<file path="config.mk">
export PLATFORM = sky130hd
export DESIGN_NAME = floor_ceiling_texture_address_gen
export DESIGN_NICKNAME = d
export VERILOG_FILES = /design/src/fcta_pkg.sv /design/src/floor_ceiling_texture_address_gen.sv /design/src/fcta_div.sv /design/src/fcta_ctrl.sv
export SDC_FILE = /design/constraint.sdc
export NUM_CORES = 2
export LEC_CHECK = 0
export BUFFER_PORTS_ARGS = -buffer_cell sky130_fd_sc_hd__clkbuf_2
export CAP_MARGIN = 20
export CORE_MARGIN = 2
export CORE_UTILIZATION = 25
export DETAILED_ROUTE_END_ITERATION = 16
export PLACE_DENSITY_LB_ADDON = 0.15
export SKIP_CTS_REPAIR_TIMING = 1
export SLEW_MARGIN = 20
export SYNTH_ARGS = -nofsm -noshare
export SYNTH_HDL_FRONTEND = slang
export SYNTH_SLANG_ARGS = --single-unit
export TNS_END_PERCENT = 5
</file>
<file path="constraint.sdc">
create_clock -name clk_i -period 10.3 [get_ports clk_i]
set_clock_uncertainty 0.2 [all_clocks]
set_input_delay 0 -clock clk_i [delete_from_list [all_inputs] [get_ports clk_i]]
set_output_delay 0 -clock clk_i [all_outputs]
set_load 0.02 [all_outputs]
</file>
<file path="src/fcta_pkg.sv">
// Shared types and constants for the floor/ceiling texture address generator.
// Used by fcta_div, fcta_ctrl and floor_ceiling_texture_address_gen.
package fcta_pkg;

  localparam int SCREEN_WIDTH_DEF    = 640;
  localparam int SCREEN_HEIGHT_DEF   = 480;
  localparam int FLOOR_TEX_SIZE_DEF  = 64;
  localparam int CEIL_TEX_SIZE_DEF   = 64;
  localparam int BYTES_PER_PIXEL_DEF = 4;

  // divider: 32-bit dividend, 13-bit divisor up to 8191
  localparam int DVD_W  = 32;
  localparam int DVS_W  = 13;
  localparam int CNT_W  = 5;
  // row distance, multiplier operand and product widths
  localparam int RD_W    = 28;
  localparam int MULB_W  = 19;
  localparam int PROD_W  = 48;
  localparam int WORLD_W = 34;

  localparam logic [2:0] CFG_PLAYER_X   = 3'd0;
  localparam logic [2:0] CFG_PLAYER_Y   = 3'd1;
  localparam logic [2:0] CFG_VIEW_DIR_X = 3'd2;
  localparam logic [2:0] CFG_VIEW_DIR_Y = 3'd3;
  localparam logic [2:0] CFG_CAM_PL_X   = 3'd4;
  localparam logic [2:0] CFG_CAM_PL_Y   = 3'd5;

  typedef enum logic [3:0] {
    ST_IDLE,
    ST_RD_DS,
    ST_RD_WAIT,
    ST_SX_MUL,
    ST_SX_DS,
    ST_SX_WAIT,
    ST_SY_MUL,
    ST_SY_DS,
    ST_SY_WAIT,
    ST_WX_MUL,
    ST_WX_ADD,
    ST_WY_MUL,
    ST_WY_ADD,
    ST_EMIT
  } fsm_state_e;

  typedef enum logic [1:0] {
    MS_SX,
    MS_SY,
    MS_WX,
    MS_WY
  } mul_sel_e;

  typedef struct packed {
    logic     in_stall;
    logic     div_start;
    logic     div_rd;
    logic     mul_en;
    mul_sel_e mul_sel;
    logic     ld_rd;
    logic     ld_sx;
    logic     ld_sy;
    logic     ld_wx;
    logic     ld_wy;
    logic     emit;
  } ctrl_t;

endpackage

</file>
<file path="src/floor_ceiling_texture_address_gen.sv">
// Floor and ceiling texture address generator for a raycaster, top level.
// Depends on fcta_pkg, fcta_div and fcta_ctrl.
//
// Input channel (in_valid_i / in_stall_o) carries one screen pixel per
// transaction. Column 0 of a lower-half row starts a new row: the row
// distance and the two world steps come from one shared 32-bit serial
// divider (three divides in turn) and the start point from one shared
// 29x19 multiplier, and then the output register is loaded. Any other pixel
// is accepted and then loads the output register once that is free.
// In_stall_o is high while a transaction is being worked on.
// Output channel (out_valid_o / out_stall_i) is a single output register; the
// next input transaction is accepted while a result waits, and its own
// result is held back until the register is taken. A stalled result holds.
// Rows outside the lower half give row_valid_o low and zero offsets and
// leave the world point alone.
// Reset clears world point and steps and loads the default view and camera.
// Configuration writes (cfg_we_i) take effect at once; the user must make them
// only while idle, as the block itself does not enforce it.
module floor_ceiling_texture_address_gen #(
  parameter int SCREEN_WIDTH    = fcta_pkg::SCREEN_WIDTH_DEF,
  parameter int SCREEN_HEIGHT   = fcta_pkg::SCREEN_HEIGHT_DEF,
  parameter int FLOOR_TEX_SIZE  = fcta_pkg::FLOOR_TEX_SIZE_DEF,
  parameter int CEIL_TEX_SIZE   = fcta_pkg::CEIL_TEX_SIZE_DEF,
  parameter int BYTES_PER_PIXEL = fcta_pkg::BYTES_PER_PIXEL_DEF
) (
  input  logic        clk_i,
  input  logic        rst_ni,
  input  logic        cfg_we_i,
  input  logic [2:0]  cfg_idx_i,
  input  logic [23:0] cfg_data_i,
  input  logic        in_valid_i,
  output logic        in_stall_o,
  input  logic [9:0]  pix_col_i,
  input  logic [8:0]  pix_row_i,
  output logic        out_valid_o,
  input  logic        out_stall_i,
  output logic [13:0] floor_texel_offset_o,
  output logic [13:0] ceil_texel_offset_o,
  output logic [20:0] floor_pixel_offset_o,
  output logic [20:0] ceil_pixel_offset_o,
  output logic        row_valid_o
);
  import fcta_pkg::*;

  localparam int HALF   = SCREEN_HEIGHT / 2;
  localparam int RD_NUM = SCREEN_HEIGHT * 32768;

  function automatic logic [13:0] texel_off(input logic [15:0] fa, input logic [15:0] fb,
                                            input int unsigned size);
    logic [26:0] pa;
    logic [26:0] pb;
    logic [10:0] tx;
    logic [10:0] ty;
    logic [31:0] sum;
    pa  = 27'(size) * {11'b0, fa};
    pb  = 27'(size) * {11'b0, fb};
    tx  = pa[26:16] & 11'(size - 1);
    ty  = pb[26:16] & 11'(size - 1);
    sum = (32'(tx) + 32'(ty) * 32'(size)) * 32'(BYTES_PER_PIXEL);
    return sum[13:0];
  endfunction

  // configuration
  logic        [23:0] player_x_q, player_y_q;
  logic signed [17:0] dir_x_q, dir_y_q, pl_x_q, pl_y_q;

  always_ff @(posedge clk_i or negedge rst_ni) begin
    if (!rst_ni) begin
      player_x_q <= '0;
      player_y_q <= '0;
      dir_x_q    <= 18'sd65536;
      dir_y_q    <= '0;
      pl_x_q     <= '0;
      pl_y_q     <= 18'sd43254;
    end else if (cfg_we_i) begin
      case (cfg_idx_i)
        CFG_PLAYER_X:   player_x_q <= cfg_data_i;
        CFG_PLAYER_Y:   player_y_q <= cfg_data_i;
        CFG_VIEW_DIR_X: dir_x_q    <= cfg_data_i[17:0];
        CFG_VIEW_DIR_Y: dir_y_q    <= cfg_data_i[17:0];
        CFG_CAM_PL_X:   pl_x_q     <= cfg_data_i[17:0];
        CFG_CAM_PL_Y:   pl_y_q     <= cfg_data_i[17:0];
        default: ;
      endcase
    end
  end

  // sequencer
  ctrl_t ctrl;
  logic  accept;
  logic  row_ok_d, row_start;
  logic  div_done;
  logic  out_valid_q;
  logic  out_free;

  assign row_ok_d  = ({4'b0, pix_row_i} > 13'(HALF)) &&
                     ({4'b0, pix_row_i} < 13'(SCREEN_HEIGHT));
  assign row_start = row_ok_d && (pix_col_i == '0);
  assign out_free  = !out_valid_q || !out_stall_i;
  assign accept    = in_valid_i && !ctrl.in_stall;

  fcta_ctrl u_ctrl (
    .clk_i       (clk_i),
    .rst_ni      (rst_ni),
    .in_valid_i  (in_valid_i),
    .row_start_i (row_start),
    .div_done_i  (div_done),
    .out_free_i  (out_free),
    .ctrl_o      (ctrl)
  );

  assign in_stall_o = ctrl.in_stall;

  // captured transaction
  logic [9:0] col_q;
  logic [8:0] row_q;
  logic       row_ok_q;

  always_ff @(posedge clk_i) begin
    if (accept) begin
      col_q    <= pix_col_i;
      row_q    <= pix_row_i;
      row_ok_q <= row_ok_d;
    end
  end

  // shared multiplier
  logic        [RD_W-1:0]   rd_q;
  logic signed [MULB_W-1:0] mul_b;
  logic signed [PROD_W-1:0] mul_p, prod_q;

  always_comb begin
    case (ctrl.mul_sel)
      MS_SX:   mul_b = {pl_x_q, 1'b0};
      MS_SY:   mul_b = {pl_y_q, 1'b0};
      MS_WX:   mul_b = {dir_x_q[17], dir_x_q} - {pl_x_q[17], pl_x_q};
      MS_WY:   mul_b = {dir_y_q[17], dir_y_q} - {pl_y_q[17], pl_y_q};
      default: mul_b = '0;
    endcase
  end

  assign mul_p = $signed({1'b0, rd_q}) * mul_b;

  always_ff @(posedge clk_i) begin
    if (ctrl.mul_en) begin
      prod_q <= mul_p;
    end
  end

  // shared divider
  logic [31:0]      n16;
  logic             neg;
  logic [DVD_W-1:0] mag;
  logic [DVD_W-1:0] dvd;
  logic [DVS_W-1:0] dvs;
  logic [DVD_W-1:0] div_quo;
  logic [DVS_W-1:0] div_rem;

  assign n16 = prod_q[PROD_W-1:16];
  assign neg = n16[31];
  assign mag = neg ? (~n16 + 32'd1) : n16;
  assign dvd = ctrl.div_rd ? DVD_W'(RD_NUM) : mag;
  assign dvs = ctrl.div_rd ? DVS_W'({4'b0, row_q} - 13'(HALF)) : DVS_W'(SCREEN_WIDTH);

  fcta_div u_div (
    .clk_i      (clk_i),
    .rst_ni     (rst_ni),
    .start_i    (ctrl.div_start),
    .dividend_i (dvd),
    .divisor_i  (dvs),
    .done_o     (div_done),
    .quo_o      (div_quo),
    .rem_o      (div_rem)
  );

  // floor of a signed quotient from the magnitude result
  logic [WORLD_W-1:0] q_mag, step_val, start_x, start_y;

  assign q_mag    = {2'b0, div_quo} + WORLD_W'(neg && (div_rem != '0));
  assign step_val = neg ? (~q_mag + 1'b1) : q_mag;
  assign start_x  = {10'b0, player_x_q} + {{2{n16[31]}}, n16};
  assign start_y  = {10'b0, player_y_q} + {{2{n16[31]}}, n16};

  logic [WORLD_W-1:0] world_x_q, world_y_q, step_x_q, step_y_q;

  always_ff @(posedge clk_i) begin
    if (ctrl.ld_rd) begin
      rd_q <= div_quo[RD_W-1:0];
    end
  end

  always_ff @(posedge clk_i or negedge rst_ni) begin
    if (!rst_ni) begin
      world_x_q <= '0;
      world_y_q <= '0;
      step_x_q  <= '0;
      step_y_q  <= '0;
    end else begin
      if (ctrl.ld_sx) step_x_q <= step_val;
      if (ctrl.ld_sy) step_y_q <= step_val;
      if (ctrl.ld_wx) begin
        world_x_q <= start_x;
      end else if (ctrl.emit && row_ok_q) begin
        world_x_q <= world_x_q + step_x_q;
      end
      if (ctrl.ld_wy) begin
        world_y_q <= start_y;
      end else if (ctrl.emit && row_ok_q) begin
        world_y_q <= world_y_q + step_y_q;
      end
    end
  end

  // result formatting
  logic [13:0] ftex, ctex;
  logic [31:0] fpix, cpix;

  always_comb begin
    ftex = texel_off(world_x_q[15:0], world_y_q[15:0], FLOOR_TEX_SIZE);
    ctex = texel_off(world_x_q[15:0], world_y_q[15:0], CEIL_TEX_SIZE);
    fpix = (32'(row_q) * 32'(SCREEN_WIDTH) + 32'(col_q)) * 32'(BYTES_PER_PIXEL);
    cpix = ((32'(SCREEN_HEIGHT) - 32'(row_q) - 32'd1) * 32'(SCREEN_WIDTH) + 32'(col_q))
           * 32'(BYTES_PER_PIXEL);
  end

  always_ff @(posedge clk_i or negedge rst_ni) begin
    if (!rst_ni) begin
      out_valid_q <= 1'b0;
    end else if (ctrl.emit) begin
      out_valid_q <= 1'b1;
    end else if (!out_stall_i) begin
      out_valid_q <= 1'b0;
    end
  end

  always_ff @(posedge clk_i) begin
    if (ctrl.emit) begin
      floor_texel_offset_o <= row_ok_q ? ftex : '0;
      ceil_texel_offset_o  <= row_ok_q ? ctex : '0;
      floor_pixel_offset_o <= row_ok_q ? fpix[20:0] : '0;
      ceil_pixel_offset_o  <= row_ok_q ? cpix[20:0] : '0;
      row_valid_o          <= row_ok_q;
    end
  end

  assign out_valid_o = out_valid_q;

endmodule

</file>
<file path="src/fcta_div.sv">
// Shift-subtract unsigned divider, one quotient bit per cycle.
// Depends on fcta_pkg for operand widths.
module fcta_div (
  input  logic                       clk_i,
  input  logic                       rst_ni,
  input  logic                       start_i,
  input  logic [fcta_pkg::DVD_W-1:0] dividend_i,
  input  logic [fcta_pkg::DVS_W-1:0] divisor_i,
  output logic                       done_o,
  output logic [fcta_pkg::DVD_W-1:0] quo_o,
  output logic [fcta_pkg::DVS_W-1:0] rem_o
);
  import fcta_pkg::*;

  logic             busy_q;
  logic             done_q;
  logic [CNT_W-1:0] cnt_q;
  logic [DVD_W-1:0] quo_q;
  logic [DVS_W-1:0] rem_q, rem_d;
  logic [DVS_W-1:0] dvs_q;
  logic [DVS_W:0]   trial;
  logic             ge;

  always_comb begin
    trial = {rem_q, quo_q[DVD_W-1]};
    ge    = (trial >= {1'b0, dvs_q});
    if (ge) begin
      rem_d = DVS_W'(trial - {1'b0, dvs_q});
    end else begin
      rem_d = trial[DVS_W-1:0];
    end
  end

  always_ff @(posedge clk_i or negedge rst_ni) begin
    if (!rst_ni) begin
      busy_q <= 1'b0;
      done_q <= 1'b0;
      cnt_q  <= '0;
    end else begin
      done_q <= 1'b0;
      if (start_i) begin
        busy_q <= 1'b1;
        cnt_q  <= CNT_W'(DVD_W - 1);
      end else if (busy_q) begin
        cnt_q <= cnt_q - 1'b1;
        if (cnt_q == '0) begin
          busy_q <= 1'b0;
          done_q <= 1'b1;
        end
      end
    end
  end

  always_ff @(posedge clk_i) begin
    if (start_i) begin
      rem_q <= '0;
      quo_q <= dividend_i;
      dvs_q <= divisor_i;
    end else if (busy_q) begin
      rem_q <= rem_d;
      quo_q <= {quo_q[DVD_W-2:0], ge};
    end
  end

  assign done_o = done_q;
  assign quo_o  = quo_q;
  assign rem_o  = rem_q;

endmodule

</file>
<file path="src/fcta_ctrl.sv">
// Sequencer for the row set-up (divides, multiplies, adds) and result hand-off.
// Depends on fcta_pkg for the state enum and control struct.
module fcta_ctrl (
  input  logic            clk_i,
  input  logic            rst_ni,
  input  logic            in_valid_i,
  input  logic            row_start_i,
  input  logic            div_done_i,
  input  logic            out_free_i,
  output fcta_pkg::ctrl_t ctrl_o
);
  import fcta_pkg::*;

  fsm_state_e state_q, state_d;

  always_ff @(posedge clk_i or negedge rst_ni) begin
    if (!rst_ni) begin
      state_q <= ST_IDLE;
    end else begin
      state_q <= state_d;
    end
  end

  always_comb begin
    state_d = state_q;
    case (state_q)
      ST_IDLE: begin
        if (in_valid_i) begin
          state_d = row_start_i ? ST_RD_DS : ST_EMIT;
        end
      end
      ST_RD_DS:   state_d = ST_RD_WAIT;
      ST_RD_WAIT: if (div_done_i) state_d = ST_SX_MUL;
      ST_SX_MUL:  state_d = ST_SX_DS;
      ST_SX_DS:   state_d = ST_SX_WAIT;
      ST_SX_WAIT: if (div_done_i) state_d = ST_SY_MUL;
      ST_SY_MUL:  state_d = ST_SY_DS;
      ST_SY_DS:   state_d = ST_SY_WAIT;
      ST_SY_WAIT: if (div_done_i) state_d = ST_WX_MUL;
      ST_WX_MUL:  state_d = ST_WX_ADD;
      ST_WX_ADD:  state_d = ST_WY_MUL;
      ST_WY_MUL:  state_d = ST_WY_ADD;
      ST_WY_ADD:  state_d = ST_EMIT;
      ST_EMIT:    if (out_free_i) state_d = ST_IDLE;
      default:    state_d = ST_IDLE;
    endcase
  end

  always_comb begin
    ctrl_o           = '0;
    ctrl_o.mul_sel   = MS_SX;
    ctrl_o.in_stall  = (state_q != ST_IDLE);
    case (state_q)
      ST_RD_DS: begin
        ctrl_o.div_start = 1'b1;
        ctrl_o.div_rd    = 1'b1;
      end
      ST_RD_WAIT: ctrl_o.ld_rd = div_done_i;
      ST_SX_MUL: begin
        ctrl_o.mul_en  = 1'b1;
        ctrl_o.mul_sel = MS_SX;
      end
      ST_SX_DS:   ctrl_o.div_start = 1'b1;
      ST_SX_WAIT: ctrl_o.ld_sx = div_done_i;
      ST_SY_MUL: begin
        ctrl_o.mul_en  = 1'b1;
        ctrl_o.mul_sel = MS_SY;
      end
      ST_SY_DS:   ctrl_o.div_start = 1'b1;
      ST_SY_WAIT: ctrl_o.ld_sy = div_done_i;
      ST_WX_MUL: begin
        ctrl_o.mul_en  = 1'b1;
        ctrl_o.mul_sel = MS_WX;
      end
      ST_WX_ADD:  ctrl_o.ld_wx = 1'b1;
      ST_WY_MUL: begin
        ctrl_o.mul_en  = 1'b1;
        ctrl_o.mul_sel = MS_WY;
      end
      ST_WY_ADD:  ctrl_o.ld_wy = 1'b1;
      ST_EMIT:    ctrl_o.emit = out_free_i;
      default: ;
    endcase
  end

endmodule

</file>
### Yosys cells after proc, flatten, opt, wreduce, memory -nomap -nowiden

Cells that the tools add are included.

| word-level totals | value |
|---|---|
| bits in registers | 479 |
| input bits | 51 |
| output and inout bits | 73 |
| word-level logic and storage cells | 146 |

| operators by class | value |
|---|---|
| $add $sub $neg | 17 |
| multiply operators | 3 |
| magnitude comparators | 3 |
| eq/ne operators | 27 |
| mux-type cells | 37 |
| bitwise operators | 2 |
| reduce and logical (&&, ||, !) cells | 27 |

Operators with widths:

| operator | number |
|---|---|
| $mux 34 | 5 |
| $mux 32 | 4 |
| $pmux 19 s4 | 1 |
| $add 34x34->34 | 2 |
| $add 25x32->33 | 2 |
| $pmux 4 s14 | 1 |
| $mul 29x19->48 | 1 |
| $add 19x10->19 | 2 |
| $sub 18x18->19 | 2 |
| $add 34x1->34 const B | 1 |
| $not 33->34 | 1 |
| $add 32x1->33 | 1 |
| $add 32x1->32 const B | 1 |
| $mul 32x3->12 const B | 1 |
| $not 32->32 | 1 |
| $eq 4x4->1 const B | 6 |
| $mux 4 | 6 |
| $eq 4x3->1 const B | 4 |
| $mux 1 | 16 |
| $ge 14x13->1 | 1 |
| $mux 13 | 1 |
| $reduce_bool 13->1 | 1 |
| $sub 13x13->13 | 1 |
| $add 6x12->12 | 1 |
| other kinds (31) | 53 |

### Depth between registers and ports, before layout

| logic depth | value |
|---|---|
| depth after elaboration | 6 |
| gate-level depth with buffers | 39 |
| gate-level depth less buffers | 39 |

### Hierarchy

Synthesis repeated with hierarchy kept, for this count alone.

| unflattened totals | value |
|---|---|
| cell total of the unflattened synthesis | 4,093 |
| area total of the unflattened synthesis | 39,788.2 um^2 |

By module, submodules not included:

| module | times used | cells an instance | area each (um^2) | seq. area each (um^2) |
|---|---|---|---|---|
| floor_ceiling_texture_address_gen | 1 | 3,750 | 35,910.7 | 7,965.1 |
| fcta_div | 1 | 286 | 3,408.3 | 1,786.7 |
| fcta_ctrl | 1 | 57 | 469.2 | 100.1 |

### Least setup slack after synthesis

Ideal clock, no wire load.

| timing path | value |
|---|---|
| kind | register -> register |
| start point | register dir_x_q[0] |
| end point | register prod_q[33], data pin |
| library setup time | 261 ps |
| arrival time | 8,913 ps |
| required time | 9,839 ps |
| slack | 926 ps |
| stages on the path, launching flop included | 37 |
| buffers on the path | 1 |
| clock period less this slack | 9,374 ps |
| cell sequence | dfrtp_1 > inv_1 > ha_1 > inv_1 > fa_1 > a21o_1 > a21oi_1 > o21bai_1 > a2111o_1 > nand2_1 > o21bai_1 > a21oi_1 > xnor2_1 > a21oi_1 > a21oi_1 > clkbuf_1 > nand2_1 > fa_1 > inv_1 > fa_1 > fa_1 > fa_1 > fa_1 > fa_1 > inv_1 > fa_1 > inv_1 > ha_1 > nand4_1 > o221ai_1 > nor4_2 > o21bai_2 > a21oi_1 > nor2_1 > o21a_1 > o21a_1 > a311o_1 |

| on the way | value |
|---|---|
| longest elaborated chain between the ends | 3 |

Ends and longest elaborated chain:

| what | RTL line | text |
|---|---|---|
| start, declared | floor_ceiling_texture_address_gen.sv:65 | `logic signed [17:0] dir_x_q, dir_y_q, pl_x_q, pl_y_q;` |
| start signal, assigned | floor_ceiling_texture_address_gen.sv:79 | `CFG_VIEW_DIR_X: dir_x_q <= cfg_data_i[17:0];` |
| $sub 18x18->19 | floor_ceiling_texture_address_gen.sv:136 | `MS_WX: mul_b = {dir_x_q[17], dir_x_q} - {pl_x_q[17], pl_x_q};` |
| $pmux 19 s4 | floor_ceiling_texture_address_gen.sv:133 | `case (ctrl.mul_sel)` |
| $mul 29x19->48 | floor_ceiling_texture_address_gen.sv:142 | `assign mul_p = $signed({1'b0, rd_q}) * mul_b;` |
| via mul_p[33] | floor_ceiling_texture_address_gen.sv:130 | `logic signed [PROD_W-1:0] mul_p, prod_q;` |
| end signal, assigned | floor_ceiling_texture_address_gen.sv:146 | `prod_q <= mul_p;` |
| end, declared | floor_ceiling_texture_address_gen.sv:130 |  |

The timed path passes the listed nets, and every way through them passes these cells.
A chain may end at the register's enable or synchronous reset.

### Worst setup path after layout

| timing path | value |
|---|---|
| start point | register pl_y_q[6] |
| end point | register prod_q[44], data pin |

| on the way | value |
|---|---|
| longest elaborated chain between the ends | 3 |

Ends and longest elaborated chain:

| what | RTL line | text |
|---|---|---|
| start, declared | floor_ceiling_texture_address_gen.sv:65 |  |
| start signal, assigned | floor_ceiling_texture_address_gen.sv:82 | `CFG_CAM_PL_Y: pl_y_q <= cfg_data_i[17:0];` |
| $sub 18x18->19 | floor_ceiling_texture_address_gen.sv:137 | `MS_WY: mul_b = {dir_y_q[17], dir_y_q} - {pl_y_q[17], pl_y_q};` |
| $pmux 19 s4 * | floor_ceiling_texture_address_gen.sv:133 |  |
| $mul 29x19->48 * | floor_ceiling_texture_address_gen.sv:142 |  |
| via mul_p[44] | floor_ceiling_texture_address_gen.sv:130 |  |

The timed path passes the listed nets; every way through them passes the cells marked *.

==> reports/metrics.cfg <==
[routing]
drt_first_pass_iters=5
viasPerCell=4.431
wirelength_microns=114200
drtIter0Drc=1430
wl_per_cell_microns=18.47
ant_nets=0
vias=27390
drc=0

[sta]
max_slew_margin_pct=27.74
drv_slew=0
fin_crit_sh_pct=95.46
fin_ws_ns=0.4681
post-route-min-period_ns=9.832
whs_ns=0.05284
max_freq_ghz=0.1017
hold_viol_final=0
setup_viol=0
worst_pin_slew_ns=1.084

[logic_synthesis]
synth_warnings=0
syn_inst=3954
ys_ff_latch=360
ys_types=91
synth_top_flop_cell=dfrtp_1
synthesis.area_sq_um=38210
synth-edff-count=167
synthArstFlopShare_pct=50.00
syn_area_per_cell_sq_um=9.663
ys_seq_area_share_pct=25.63

[worst_setup_path]
worst_setup_path_start_kind=register
r2r_end=prod_q[44]
worstSetupEndpointType=register
timing.setup.critical_path_class=register to register
cp.arrival_ns=9.95
critPathMaxFanout=16
reg2reg_slack_ns=0.47
critPathMostFrequentCell=fa_1
worstRegToRegCells=33
worst_path_max_delay_cell=a32oi_4
r2r_start=pl_y_q[6]
cp_slowest_stage_delay_ns=0.64
cp.required_ns=10.42

[clock_network]
cts_sinks=360
clk-insertion-delay-late_ns=0.58
cts_tree=done
cts.clk_slew.worst_paths_ns=0.06
htree_levels=2
cts_buffers=42
clockBufferDepth=3
cts-root-buf=clkbuf_16

[cells_and_area]
layout_commonest_cell=inv_1
area_growth_pct=15.09
final_area_sq_um=43970
final_cell_mix=inv_1, nand2_1, fa_1
fill_cells=16140
drive_gt1_share_pct=11.81
seq_area_sq_um=9792
multi_input_area_sq_um=25570
fin_nets=4948

[run_status]
status=complete, no violations

[grt]
grt_max_degree=109
gr-usage-all-layers_pct=14.76
grt_pass1_wl_microns=177600
grt_overflow=0
first_global_vias=28430
antenna_found_initial=7

[floorplanning]
rows=143
ios=124
core_area_sq_um=151900
die_height_microns=394.9
die_w_microns=394.9
initial_core_util_pct=25.15
dieArea_sq_um=156000

[place]
dp_hpwl_microns=87370
dp_slack_ns=-0.1146
placed_area_sq_um=41680
io_buffer_count=109
gp_congestion=0.7931

[hold_path]
holdPathStages=4
min_from=cfg_data_i[16]
hold_path_class=primary input to register
min_to=pl_x_q[16]

[run]
maxCapViolCount=0

[flip-flops by register name, indices dropped and copies added, names as in the netlist, 4 cells and up]
name                  count
step_y_q                 16
col_q                    10
floor_pixel_offset_o     19
world_y_q                16
u_div.cnt_q               5
row_q                     9
u_ctrl.state_q            4
rd_q                     28
u_div.rem_o              13
step_x_q                 16
u_div.dvs_q              11
pl_y_q                   18
pl_x_q                   18
prod_q                   32
world_x_q                16
player_x_q               16
ceil_pixel_offset_o      12
dir_x_q                  18
ceil_texel_offset_o      12
dir_y_q                  18
u_div.quo_o              32
player_y_q               16
[layout make-up]
type | count | share of cell area, %
Sequential cell | 360 | 22.27
Multi-Input combinational cell | 2812 | 58.15
Inverter | 598 | 5.113
Clock buffer | 54 | 2.754
Tap cell | 2030 | 5.776
Timing Repair Buffer | 302 | 5.378
Antenna cell | 1 | 0.005691
Clock inverter | 24 | 0.5520
[synth_stat cells (all sizes together), types with 35 or more instances]
| cell | count | share of area, % |
|---|---|---|
| edfxtp | 167 | 13 |
| nand3 | 70 | 0.92 |
| inv | 598 | 5.9 |
| nand2 | 504 | 5.0 |
| mux2 | 109 | 3.2 |
| fa | 451 | 24 |
| a21o | 47 | 0.92 |
| nor3 | 48 | 0.64 |
| buf | 67 | 0.97 |
| clkbuf | 124 | 1.2 |
| xnor2 | 129 | 3.0 |
| ha | 330 | 11 |
| nor2 | 159 | 1.6 |
| o21ai | 178 | 2.3 |
| xor2 | 92 | 2.1 |
| nand2b | 35 | 0.57 |
| a21oi | 146 | 2.0 |
| dfrtp | 170 | 11 |
| nor2b | 47 | 0.78 |
| and2 | 175 | 2.9 |
[metrics by stage]
step	TNS [ns]	util (%)	cells
after CTS	-0.5365	28.40	6106
after global placement	0	27.42	6026
final	0	28.95	6181
after global routing	-0.02794	28.95	6180
after detailed placement	-0.4181	27.44	6028
after floorplan	0	-	3961
[worst max-delay path, delay by kind of cell, from the launching register on]
kind                     cells  cell delay, ns
AO/OA/AOI/OAI               13            2.99
AND/OR/NAND/NOR              6            0.99
buffers and inverters        4            0.61
adder cells (fa/ha/maj)      9            4.08
flip-flops                   1            0.55
XOR/XNOR                     1            0.14
[per-layer routing]
layer / global-route usage (%) / up-vias / wire (microns)
met5: 0 / - / 0
li1: - / 13140 / -
met1: 20.77 / 13810 / 54500
met4: 3.510 / 0 / 2576
met3: 1.512 / 92 / 3203
met2: 24.27 / 343 / 53910
[worst max path at each step]
stage / startpoint / endpoint / slack, ns / cells after the start
floorplan: dir_x_q[0] / prod_q[33] / 0.93 / 36
global placement: dir_y_q[0] / prod_q[43] / 0.04 / 37
detailed placement: dir_y_q[0] / prod_q[47] / -0.11 / 37
CTS: dir_y_q[0] / prod_q[44] / -0.13 / 37
global route: dir_y_q[0] / prod_q[44] / -0.01 / 38
finish: pl_y_q[6] / prod_q[44] / 0.47 / 33
[kinds of logic after synthesis]
| family | Yosys count | synth area share (%) |
|---|---|---|
| simple gates | 1119 | 13.81 |
| mux | 129 | 3.736 |
| buf+inv | 789 | 8.066 |
| compound gates | 553 | 9.189 |
| xor+xnor | 222 | 5.125 |
| fa+ha+maj | 781 | 34.44 |
| flops | 360 | 25.63 |
| other cells | 1 | 0.009815 |
Power is not shown: default switching activity piles up to over one toggle a cycle in this logic, so the estimate is an artifact.
